### src/tti_pkg.sv
// Shared types, constants and helpers for the text-to-integer parser.
`timescale 1ns / 1ps

package tti_pkg;

  // Position counting saturates at MAX_CHARS; POS_W covers 0..MAX_CHARS.
  localparam int MAX_CHARS = 4096;
  localparam int POS_W = 13;
  localparam logic [POS_W-1:0] POS_MAX = POS_W'(MAX_CHARS);

  localparam int FIFO_DEPTH = 2;
  localparam int QW = $clog2(FIFO_DEPTH);

  localparam int ACC_W = 64;
  localparam int BASE_W = 6;
  localparam int MAC_W = ACC_W + BASE_W;

  localparam logic [ACC_W-1:0] ALL_ONES = {ACC_W{1'b1}};
  localparam logic [ACC_W-1:0] S64_MAX = {1'b0, {(ACC_W-1){1'b1}}};
  localparam logic [ACC_W-1:0] S32_MAX = 64'h0000_0000_7FFF_FFFF;

  localparam logic [BASE_W-1:0] BASE_AUTO = 6'd0;
  localparam logic [BASE_W-1:0] BASE_MIN = 6'd2;
  localparam logic [BASE_W-1:0] BASE_MAX = 6'd36;
  localparam logic [BASE_W-1:0] BASE_BIN = 6'd2;
  localparam logic [BASE_W-1:0] BASE_OCT = 6'd8;
  localparam logic [BASE_W-1:0] BASE_DEC = 6'd10;
  localparam logic [BASE_W-1:0] BASE_HEX = 6'd16;
  localparam logic [BASE_W-1:0] NO_DIGIT = 6'h3F;

  // Result status codes.
  localparam logic [1:0] ST_OK = 2'd0;
  localparam logic [1:0] ST_NO_CONV = 2'd1;
  localparam logic [1:0] ST_RANGE = 2'd2;
  localparam logic [1:0] ST_BAD_BASE = 2'd3;

  // Result kinds.
  localparam logic [1:0] KIND_U64 = 2'd0;
  localparam logic [1:0] KIND_S64 = 2'd1;
  localparam logic [1:0] KIND_S32 = 2'd2;

  // Configuration register indexes.
  localparam logic CFG_IDX_BASE = 1'b0;
  localparam logic CFG_IDX_KIND = 1'b1;

  typedef struct packed {
    logic [7:0] char_code;
    logic       is_last;
  } in_item_t;

  typedef struct packed {
    logic [63:0] value_bits;
    logic [1:0]  status;
    logic [12:0] end_offset;
  } out_item_t;

  // A classified character as it travels from the front to the core.
  typedef struct packed {
    logic [BASE_W-1:0] digit;
    logic              blank;
    logic              plus;
    logic              minus;
    logic              xs;
    logic              bs;
    logic              last;
    logic [POS_W-1:0]  next_pos;
  } cls_t;

  typedef struct packed {
    logic full;
    logic empty;
  } fifo_stat_t;

  // Final parse state of one string, handed to the result formatter.
  typedef struct packed {
    logic [ACC_W-1:0] acc;
    logic             neg;
    logic             any_digit;
    logic             ovf;
    logic [POS_W-1:0] dend;
  } fin_t;

  typedef enum logic [5:0] {
    PH_SPACE  = 6'b000001,
    PH_SIGN   = 6'b000010,
    PH_ZERO   = 6'b000100,
    PH_PREFIX = 6'b001000,
    PH_DIGITS = 6'b010000,
    PH_DONE   = 6'b100000
  } phase_t;

  function automatic logic base_ok(input logic [BASE_W-1:0] b);
    base_ok = (b == BASE_AUTO) || ((b >= BASE_MIN) && (b <= BASE_MAX));
  endfunction

endpackage

### src/tti_front.sv
// Front end: accepts characters, classifies them and tracks the position.
`timescale 1ns / 1ps

module tti_front import tti_pkg::*; (
  input  logic       clk,
  input  logic       rst_n,
  input  logic       in_valid,
  input  in_item_t   in_data,
  output logic       in_stall,
  input  fifo_stat_t q_stat,
  output logic       push,
  output cls_t       push_data
);

  localparam logic [7:0] CH_ZERO = 8'h30;
  localparam logic [7:0] CH_NINE = 8'h39;
  localparam logic [7:0] CH_LA = 8'h61;
  localparam logic [7:0] CH_LZ = 8'h7A;
  localparam logic [7:0] CH_UA = 8'h41;
  localparam logic [7:0] CH_UZ = 8'h5A;
  localparam logic [7:0] CH_ALPHA_OFS = 8'd10;

  logic [POS_W-1:0] pos_r;
  logic [POS_W-1:0] pos_nxt;
  logic [POS_W-1:0] next_pos;
  logic [7:0]       c;

  function automatic logic [BASE_W-1:0] char_digit(input logic [7:0] ch);
    logic [7:0] v;
    v = 8'd0;
    char_digit = NO_DIGIT;
    if ((ch >= CH_ZERO) && (ch <= CH_NINE)) begin
      v = ch - CH_ZERO;
      char_digit = v[BASE_W-1:0];
    end else if ((ch >= CH_LA) && (ch <= CH_LZ)) begin
      v = ch - CH_LA + CH_ALPHA_OFS;
      char_digit = v[BASE_W-1:0];
    end else if ((ch >= CH_UA) && (ch <= CH_UZ)) begin
      v = ch - CH_UA + CH_ALPHA_OFS;
      char_digit = v[BASE_W-1:0];
    end
  endfunction

  assign c = in_data.char_code;
  assign in_stall = q_stat.full;
  assign push = in_valid && !q_stat.full;
  assign next_pos = (pos_r < POS_MAX) ? pos_r + 1'b1 : POS_MAX;

  always_comb begin
    push_data.digit    = char_digit(c);
    push_data.blank    = (c == 8'h20) || (c == 8'h09) || (c == 8'h0A) ||
                         (c == 8'h0B) || (c == 8'h0C) || (c == 8'h0D);
    push_data.plus     = (c == 8'h2B);
    push_data.minus    = (c == 8'h2D);
    push_data.xs       = (c == 8'h78) || (c == 8'h58);
    push_data.bs       = (c == 8'h62) || (c == 8'h42);
    push_data.last     = in_data.is_last;
    push_data.next_pos = next_pos;
  end

  // The count restarts after the last character of a string.
  always_comb begin
    pos_nxt = pos_r;
    if (push) begin
      pos_nxt = in_data.is_last ? '0 : next_pos;
    end
  end

  always_ff @(posedge clk) begin
    if (!rst_n) begin
      pos_r <= '0;
    end else begin
      pos_r <= pos_nxt;
    end
  end

endmodule

### src/tti_fifo.sv
// Short queue of classified characters between the front and the core.
`timescale 1ns / 1ps

module tti_fifo import tti_pkg::*; (
  input  logic       clk,
  input  logic       rst_n,
  input  logic       push,
  input  cls_t       push_data,
  input  logic       pop,
  output cls_t       pop_data,
  output fifo_stat_t stat
);

  cls_t          mem_r [FIFO_DEPTH];
  logic [QW-1:0] wr_ptr_r;
  logic [QW-1:0] wr_ptr_nxt;
  logic [QW-1:0] rd_ptr_r;
  logic [QW-1:0] rd_ptr_nxt;
  logic [QW:0]   cnt_r;
  logic [QW:0]   cnt_nxt;

  assign pop_data = mem_r[rd_ptr_r];
  assign stat.full = (cnt_r == (QW+1)'(FIFO_DEPTH));
  assign stat.empty = (cnt_r == '0);

  always_comb begin
    wr_ptr_nxt = wr_ptr_r;
    rd_ptr_nxt = rd_ptr_r;
    cnt_nxt = cnt_r;
    if (push) begin
      wr_ptr_nxt = (wr_ptr_r == QW'(FIFO_DEPTH - 1)) ? '0 : wr_ptr_r + 1'b1;
    end
    if (pop) begin
      rd_ptr_nxt = (rd_ptr_r == QW'(FIFO_DEPTH - 1)) ? '0 : rd_ptr_r + 1'b1;
    end
    if (push && !pop) begin
      cnt_nxt = cnt_r + 1'b1;
    end else if (pop && !push) begin
      cnt_nxt = cnt_r - 1'b1;
    end
  end

  always_ff @(posedge clk) begin
    if (push) begin
      mem_r[wr_ptr_r] <= push_data;
    end
  end

  always_ff @(posedge clk) begin
    if (!rst_n) begin
      wr_ptr_r <= '0;
      rd_ptr_r <= '0;
      cnt_r <= '0;
    end else begin
      wr_ptr_r <= wr_ptr_nxt;
      rd_ptr_r <= rd_ptr_nxt;
      cnt_r <= cnt_nxt;
    end
  end

endmodule

### src/tti_core.sv
// Parse core: prefix and sign state machine with the digit multiply-add.
`timescale 1ns / 1ps

module tti_core import tti_pkg::*; (
  input  logic              clk,
  input  logic              rst_n,
  input  fifo_stat_t        q_stat,
  input  cls_t              q_data,
  output logic              pop,
  input  logic [BASE_W-1:0] cfg_base,
  output logic              fin_valid,
  output fin_t              fin_data,
  input  logic              fin_take
);

  phase_t            phase_r, phase_nxt;
  logic [ACC_W-1:0]  acc_r, acc_nxt;
  logic [BASE_W-1:0] eff_r, eff_nxt;
  logic              neg_r, neg_nxt;
  logic              any_r, any_nxt;
  logic              ovf_r, ovf_nxt;
  logic [POS_W-1:0]  dend_r, dend_nxt;
  logic              fin_v_r, fin_v_nxt;
  fin_t              fin_r;
  logic              start;
  logic              try_en;
  logic              digit_ok;
  logic [MAC_W-1:0]  mac;
  logic              fin_load;

  // A last character waits until the formatter has room for its result.
  assign pop = !q_stat.empty && (!q_data.last || !fin_v_r || fin_take);
  assign fin_load = pop && q_data.last;
  assign fin_valid = fin_v_r;
  assign fin_data = fin_r;

  assign mac = ({{BASE_W{1'b0}}, acc_r} * {{ACC_W{1'b0}}, eff_nxt}) +
               {{ACC_W{1'b0}}, q_data.digit};
  assign digit_ok = (eff_nxt >= BASE_MIN) && (eff_nxt <= BASE_MAX) &&
                    (q_data.digit < eff_nxt);

  always_comb begin
    phase_nxt = phase_r;
    acc_nxt = acc_r;
    eff_nxt = eff_r;
    neg_nxt = neg_r;
    any_nxt = any_r;
    ovf_nxt = ovf_r;
    dend_nxt = dend_r;
    start = 1'b0;
    try_en = 1'b0;
    case (phase_r)
      PH_SPACE: begin
        if (!q_data.blank) begin
          if (q_data.plus || q_data.minus) begin
            neg_nxt = q_data.minus;
            phase_nxt = PH_SIGN;
          end else begin
            start = 1'b1;
          end
        end
      end
      PH_SIGN: begin
        start = 1'b1;
      end
      PH_ZERO: begin
        if (eff_r == BASE_AUTO) begin
          if (q_data.xs) begin
            eff_nxt = BASE_HEX;
            phase_nxt = PH_PREFIX;
          end else if (q_data.bs) begin
            eff_nxt = BASE_BIN;
            phase_nxt = PH_PREFIX;
          end else begin
            eff_nxt = BASE_OCT;
            try_en = 1'b1;
          end
        end else if (((eff_r == BASE_HEX) && q_data.xs) ||
                     ((eff_r == BASE_BIN) && q_data.bs)) begin
          phase_nxt = PH_PREFIX;
        end else begin
          try_en = 1'b1;
        end
      end
      PH_PREFIX, PH_DIGITS: begin
        try_en = 1'b1;
      end
      PH_DONE: begin
        phase_nxt = PH_DONE;
      end
      default: begin
        phase_nxt = PH_DONE;
      end
    endcase

    // First character after blanks and sign: latch the radix.
    if (start) begin
      if (!base_ok(cfg_base)) begin
        phase_nxt = PH_DONE;
      end else if ((q_data.digit == 6'd0) &&
                   ((cfg_base == BASE_AUTO) || (cfg_base == BASE_HEX) ||
                    (cfg_base == BASE_BIN))) begin
        // A leading zero may open a prefix; it already counts as a digit.
        eff_nxt = cfg_base;
        any_nxt = 1'b1;
        acc_nxt = '0;
        dend_nxt = q_data.next_pos;
        phase_nxt = PH_ZERO;
      end else begin
        eff_nxt = (cfg_base == BASE_AUTO) ? BASE_DEC : cfg_base;
        try_en = 1'b1;
      end
    end

    if (try_en) begin
      if (digit_ok) begin
        any_nxt = 1'b1;
        dend_nxt = q_data.next_pos;
        if (!ovf_r) begin
          if (|mac[MAC_W-1:ACC_W]) begin
            ovf_nxt = 1'b1;
            acc_nxt = ALL_ONES;
          end else begin
            acc_nxt = mac[ACC_W-1:0];
          end
        end
        phase_nxt = PH_DIGITS;
      end else begin
        phase_nxt = PH_DONE;
      end
    end
  end

  always_comb begin
    fin_v_nxt = fin_v_r;
    if (fin_load) begin
      fin_v_nxt = 1'b1;
    end else if (fin_take) begin
      fin_v_nxt = 1'b0;
    end
  end

  always_ff @(posedge clk) begin
    if (fin_load) begin
      fin_r.acc <= acc_nxt;
      fin_r.neg <= neg_nxt;
      fin_r.any_digit <= any_nxt;
      fin_r.ovf <= ovf_nxt;
      fin_r.dend <= dend_nxt;
    end
  end

  always_ff @(posedge clk) begin
    if (!rst_n) begin
      phase_r <= PH_SPACE;
      acc_r <= '0;
      eff_r <= BASE_AUTO;
      neg_r <= 1'b0;
      any_r <= 1'b0;
      ovf_r <= 1'b0;
      dend_r <= '0;
      fin_v_r <= 1'b0;
    end else begin
      fin_v_r <= fin_v_nxt;
      if (fin_load) begin
        // The string is finished; start over for the next one.
        phase_r <= PH_SPACE;
        acc_r <= '0;
        eff_r <= BASE_AUTO;
        neg_r <= 1'b0;
        any_r <= 1'b0;
        ovf_r <= 1'b0;
        dend_r <= '0;
      end else if (pop) begin
        phase_r <= phase_nxt;
        acc_r <= acc_nxt;
        eff_r <= eff_nxt;
        neg_r <= neg_nxt;
        any_r <= any_nxt;
        ovf_r <= ovf_nxt;
        dend_r <= dend_nxt;
      end
    end
  end

endmodule

### src/tti_fmt.sv
// Result formatter: sign, clamping and status, into the output register.
`timescale 1ns / 1ps

module tti_fmt import tti_pkg::*; (
  input  logic              clk,
  input  logic              rst_n,
  input  logic              fin_valid,
  input  fin_t              fin_data,
  output logic              fin_take,
  input  logic [BASE_W-1:0] cfg_base,
  input  logic [1:0]        cfg_kind,
  output logic              out_valid,
  output out_item_t         out_data,
  input  logic              out_stall
);

  logic             out_valid_r;
  out_item_t        out_r;
  out_item_t        res;
  logic [ACC_W-1:0] pmax;
  logic [ACC_W-1:0] pmin_mag;

  assign fin_take = !out_valid_r || !out_stall;
  assign out_valid = out_valid_r;
  assign out_data = out_r;

  assign pmax = (cfg_kind == KIND_S32) ? S32_MAX : S64_MAX;
  assign pmin_mag = pmax + 1'b1;

  always_comb begin
    res.value_bits = '0;
    res.status = ST_OK;
    res.end_offset = '0;
    if (!base_ok(cfg_base)) begin
      res.status = ST_BAD_BASE;
    end else if (!fin_data.any_digit) begin
      res.status = ST_NO_CONV;
    end else begin
      res.end_offset = fin_data.dend[12:0];
      if (cfg_kind == KIND_U64) begin
        if (fin_data.ovf) begin
          res.value_bits = ALL_ONES;
          res.status = ST_RANGE;
        end else begin
          res.value_bits = fin_data.neg ? ('0 - fin_data.acc) : fin_data.acc;
        end
      end else if (fin_data.neg) begin
        if (fin_data.ovf || (fin_data.acc > pmin_mag)) begin
          res.value_bits = '0 - pmin_mag;
          res.status = ST_RANGE;
        end else begin
          res.value_bits = '0 - fin_data.acc;
        end
      end else begin
        if (fin_data.ovf || (fin_data.acc > pmax)) begin
          res.value_bits = pmax;
          res.status = ST_RANGE;
        end else begin
          res.value_bits = fin_data.acc;
        end
      end
    end
  end

  always_ff @(posedge clk) begin
    if (fin_take && fin_valid) begin
      out_r <= res;
    end
  end

  always_ff @(posedge clk) begin
    if (!rst_n) begin
      out_valid_r <= 1'b0;
    end else if (fin_take) begin
      out_valid_r <= fin_valid;
    end
  end

endmodule

### src/text_to_integer_parser_top.sv
// Streaming string-to-integer converter, top level.
//
// Characters arrive one per transfer on the in_ channel; is_last marks the
// final character of a string. One result per string leaves on the out_
// channel: value, status and the count of characters consumed.
// Throughput is one character per cycle while in_stall is low. The result of
// a string passes through the classifier queue, the core's result register
// after the digit multiply-add, and the output register of the formatting
// stage that negates and clamps, before it appears on out_valid.
// The two configuration registers (radix and result kind) are written through
// cfg_we, cfg_index and cfg_wdata and are read live by the core and the formatter.
// While the receiver stalls, the output register holds its result; the next
// finished string waits in the core's result register, the two-entry queue fills,
// and in_stall rises once it is full.
// Reset clears both registers, the parse state and all valid flags.
`timescale 1ns / 1ps

module text_to_integer_parser_top import tti_pkg::*; (
  input  logic              clk,
  input  logic              rst_n,
  input  logic              in_valid,
  input  in_item_t          in_data,
  output logic              in_stall,
  output logic              out_valid,
  output out_item_t         out_data,
  input  logic              out_stall,
  input  logic              cfg_we,
  input  logic              cfg_index,
  input  logic [BASE_W-1:0] cfg_wdata
);

  logic [BASE_W-1:0] number_base_r;
  logic [1:0]        result_kind_r;
  fifo_stat_t        q_stat;
  logic              push;
  cls_t              push_data;
  logic              pop;
  cls_t              pop_data;
  logic              fin_valid;
  fin_t              fin_data;
  logic              fin_take;

  always_ff @(posedge clk) begin
    if (!rst_n) begin
      number_base_r <= BASE_AUTO;
      result_kind_r <= KIND_U64;
    end else if (cfg_we) begin
      case (cfg_index)
        CFG_IDX_BASE: number_base_r <= cfg_wdata;
        CFG_IDX_KIND: result_kind_r <= cfg_wdata[1:0];
        default: begin
        end
      endcase
    end
  end

  tti_front u_front (
    .clk       (clk),
    .rst_n     (rst_n),
    .in_valid  (in_valid),
    .in_data   (in_data),
    .in_stall  (in_stall),
    .q_stat    (q_stat),
    .push      (push),
    .push_data (push_data)
  );

  tti_fifo u_fifo (
    .clk       (clk),
    .rst_n     (rst_n),
    .push      (push),
    .push_data (push_data),
    .pop       (pop),
    .pop_data  (pop_data),
    .stat      (q_stat)
  );

  tti_core u_core (
    .clk       (clk),
    .rst_n     (rst_n),
    .q_stat    (q_stat),
    .q_data    (pop_data),
    .pop       (pop),
    .cfg_base  (number_base_r),
    .fin_valid (fin_valid),
    .fin_data  (fin_data),
    .fin_take  (fin_take)
  );

  tti_fmt u_fmt (
    .clk       (clk),
    .rst_n     (rst_n),
    .fin_valid (fin_valid),
    .fin_data  (fin_data),
    .fin_take  (fin_take),
    .cfg_base  (number_base_r),
    .cfg_kind  (result_kind_r),
    .out_valid (out_valid),
    .out_data  (out_data),
    .out_stall (out_stall)
  );

  // A failed conversion never reports a value or a consumed length.
  a_fail_zero: assert property (@(posedge clk) disable iff (!rst_n)
    out_valid && ((out_data.status == ST_NO_CONV) || (out_data.status == ST_BAD_BASE))
    |-> (out_data.value_bits == '0) && (out_data.end_offset == '0))
    else $error("failed conversion with nonzero value or offset");

  // The queue only fills when the core was blocked by a stalled result.
  a_stall_cause: assert property (@(posedge clk) disable iff (!rst_n)
    $rose(in_stall) |-> $past(out_valid && out_stall))
    else $error("input stall without a stalled result");

  // Results of the 32-bit kind are always sign-extended.
  a_s32_ext: assert property (@(posedge clk) disable iff (!rst_n)
    out_valid && (result_kind_r == KIND_S32)
    |-> (out_data.value_bits[63:31] == '0) || (&out_data.value_bits[63:31]))
    else $error("32-bit result not sign-extended");

endmodule
### config.mk
export PLATFORM = sky130hd
export DESIGN_NAME = text_to_integer_parser_top
export DESIGN_NICKNAME = d
export VERILOG_FILES = /design/src/tti_pkg.sv /design/src/tti_front.sv /design/src/tti_fifo.sv /design/src/tti_core.sv /design/src/tti_fmt.sv /design/src/text_to_integer_parser_top.sv
export SDC_FILE = /design/constraint.sdc
export NUM_CORES = 2
export LEC_CHECK = 0
export BUFFER_PORTS_ARGS = -buffer_cell sky130_fd_sc_hd__buf_4
export CAP_MARGIN = 20
export CORE_MARGIN = 5
export CORE_UTILIZATION = 58
export CTS_CLUSTER_SIZE = 20
export DETAILED_ROUTE_END_ITERATION = 10
export PLACE_DENSITY = 0.78
export SLEW_MARGIN = 10
export SYNTH_ARGS = -nofsm -noshare
export SYNTH_HDL_FRONTEND = slang
export SYNTH_SLANG_ARGS = --single-unit
### constraint.sdc
create_clock -name clk -period 8.4 [get_ports clk]
set_input_delay 1.68 -clock clk [delete_from_list [all_inputs] [get_ports clk]]
set_output_delay 1.68 -clock clk [all_outputs]
set_load 0.03 [all_outputs]
==> results_dict.tcl <==
set metrics [dict create \
    port_buffers 101 \
    finalCritPeriodShare_pct 97.4 \
    worstSetupEndpointType "flop" \
    gp_congestion 1.02 \
    ys_warn_count 0 \
    holdBufCountCts 0 \
    start_kind "flop" \
    viasPerCell 6.53 \
    intPower_mw 3.87 \
    ioPinCount 102 \
    clockRootBuffer "clkbuf_16" \
    hold_violations 0 \
    final_max_slew_viol_count 0 \
    final_antenna_net_count 0 \
    drive_gt1_share_pct 10.6 \
    start_util_pct 58.5 \
    track_usage_pct 30.8 \
    hold_ws_ps 472 \
    finClkSkew_ps 32.7 \
    dp_slack_ps -144 \
    die-width_um 240 \
    relSlewSlack_pct 25.3 \
    worstPathMaxFanout 34 \
    worst_pin_slew_ps 1120 \
    synthTopCellsByCount "nor2b_1, fa_1, nand2_1, a21oi_1, edfxtp_1" \
    syn-num-nets 3735 \
    p_clk_share_pct 27.1 \
    synthCells 3262 \
    overflow 0 \
    yosysMostFrequentCell "nor2b_1" \
    grt_antenna_before_repair 1 \
    vias 26100 \
    finalWirelength_mm 89.1 \
    routedWlPerCell_um 22.3 \
    final_area_um2 33800 \
    cts_buffer_depth 3 \
    drc 0 \
    area_growth_pct 9.87 \
    ys_async_sr_fraction_pct 0 \
    placed_area_um2 32300 \
    arrival_ps 8430 \
    grt_pass1_wl_mm 143 \
    fin_nets 3749 \
    dp.final_hpwl_mm 66.4 \
    cts.sinks 329 \
    max_freq_mhz 122 \
    die_area_um2 57700 \
    clk_pin_slew_worst_paths_ps 70 \
    worstPathRequired_ps 8650 \
    ys_ff_latch 329 \
    core_area_um2 52600 \
    outcome "finished, final reports clean" \
    dr.pass1.iters 6 \
    synth_flop_cell "edfxtp_1" \
    rows 84 \
    synth_top_area_share_pct 20.4 \
    synth_top_area_cell "edfxtp_1" \
    fin_ws_ps 222 \
    power_density_nw_per_um2 190 \
    maxCapViolCount 0 \
    switchingPower_mw 2.53 \
    synthesis.area_um2 30700 \
    synth_cell_types 85 \
    ys_seq_area_share_pct 28.2 \
    synth_area_leaders "edfxtp_1, fa_1, ha_1" \
    clk_latency_ps 570 \
    first_global_vias 26500 \
    setup_violations 0 \
    hold_class "reg2reg" \
    p_comb_share_pct 35.3 \
    peakVddDrop_v 0.000201 \
    grt_max_degree 87 \
    p_leak_nw 13.9 \
    switching_share_pct 39.5 \
    cts_tree "built" \
    cts_made_buffers 39 \
    synth_edf_count 209 \
    avgSynthCellArea_um2 9.42 \
    min_period_ps 8180 \
    diodes 0 \
    seqPwrFrac_pct 37.6 \
    cp_slowest_cell "or4_4" \
    die_h_um 240 \
    utilization_pct 64.3 \
    cpPeakStageDelay_ps 580 \
    h-tree-depth 2 \
    drt-initial-drc-count 2185 \
    setup.worst_path.class "reg2reg" \
]
-- routing by layer --
layer / share of wire (%) / global-route usage, % / wire length [um]
met1: 38 / 39.0 / 34000
met4: 4.7 / 13.2 / 4160
met3: 9.6 / 7.19 / 8540
met5: 0 / 0 / 0
met2: 48 / 51.0 / 42400
-- area by class of cell --
cell class | instances | area [um2]
flip-flops and latches | 329 | 8680
clock inverters | 23 | 258
well taps | 688 | 861
multi-input cells | 2634 | 21100
clock buffers | 49 | 1040
fillers | 4265 | 18800
repair buffers | 185 | 1490
inverters | 87 | 327
-- power by group through the flow --
stage          sequential, mW  clock (mW)  combinational (mW)
2_1_floorplan            2.42           0                1.42
3_3_place_gp             2.41           0                2.13
3_5_place_dp             2.42           0                2.19
4_1_cts                  2.39        1.76                2.21
5_1_grt                  2.43        1.83                2.46
6_report                 2.41        1.74                2.26
-- state kept, by name, indices dropped and copies added (netlist names), 2 cells and up, named ones only --
signal,flops
result_kind_r,2
u_core.acc_r,64
u_fifo.mem_r,50
u_core.phase_r,6
u_core.fin_data,80
u_front.pos_r,13
u_fmt.out_data,79
number_base_r,6
u_core.eff_r,6
u_fifo.cnt_r,2
u_core.dend_r,13
-- cell families (layout without fill, tap and decap cells) --
group,count (synthesis),after routing,share of synthesized area [%]
and+or+nand+nor,1209,1209,21.3
muxes,67,67,2.32
DFF,329,329,28.2
AOI/OAI and AO/OA,780,780,16.2
buffers and inverters,299,344,3.74
adders and majority gates,452,452,24.6
xor gates and xnor gates,126,126,3.59
-- repair_timing --
| item | CTS | global route |
|---|---|---|
| pin swaps | 0 | 3 |
| gates cloned | 0 | 1 |
| setup buffers | 0 | 5 |
| endpoints found under the setup margin | 78 | 107 |
| hold endpoints to repair | 0 | 0 |
| gates resized for setup | 4 | 19 |
-- worst max-delay path, delay by kind of cell (launching register included) --
| kind | cells | cell delay [ps] |
|---|---|---|
| muxes | 1 | 390 |
| adders and majority gates | 5 | 2180 |
| and+or+nand+nor | 8 | 2510 |
| AOI/OAI and AO/OA | 8 | 1780 |
| DFF | 1 | 360 |
| buffers and inverters | 3 | 610 |
-- final timing paths --
path                    startpoint                  end  slack [ps]  depth (start not counted)
hold reg to reg       u_core.any_r         u_core.any_r         470                          2
hold / removal        u_core.any_r         u_core.any_r         470                          2
setup / recovery  number_base_r[1]  u_core.fin_data[42]         220                         25
setup reg to reg  number_base_r[1]  u_core.fin_data[42]         220                         25
-- through the flow --
| stage | std cells | power, mW | TNS [ps] |
|---|---|---|---|
| after floorplan | 3262 | 3.84 | 0 |
| after detailed placement | 3917 | 4.62 | -5260 |
| after CTS | 3989 | 6.36 | 0 |
| final | 3995 | 6.41 | 0 |
| after global routing | 3995 | 6.72 | -194 |
| after global placement | 3917 | 4.54 | -1310 |
-- cell usage in the layout (no fill, tap or decap), types with 22 or more instances in the layout --
cell       synthesis  layout
buf_4              0     175
a211oi_1          22      22
nor2b_1          278     277
nand4_1           53      53
o211ai_1          23      23
ha_1             200     197
xnor2_1           77      77
mux2i_1           32      30
edfxtp_1         209     209
a21oi_1          218     214
or3_1             39      39
a311oi_1          28      28
nand3_1           42      42
nand2_1          234     233
fa_1             252     252
nor2_1           199     193
a31oi_1           72      70
nor3_1            55      52
dfxtp_1          120     119
mux2_2            35      35
a221o_1           28      28
clkbuf_16          0      41
and3_1            31      31
nand3b_1          25      25
inv_1             86      86
a22oi_1           41      41
and2_1           134     134
o21ai_0          181     179
xor2_1            49      49
Power figures use the tool's default switching activity.
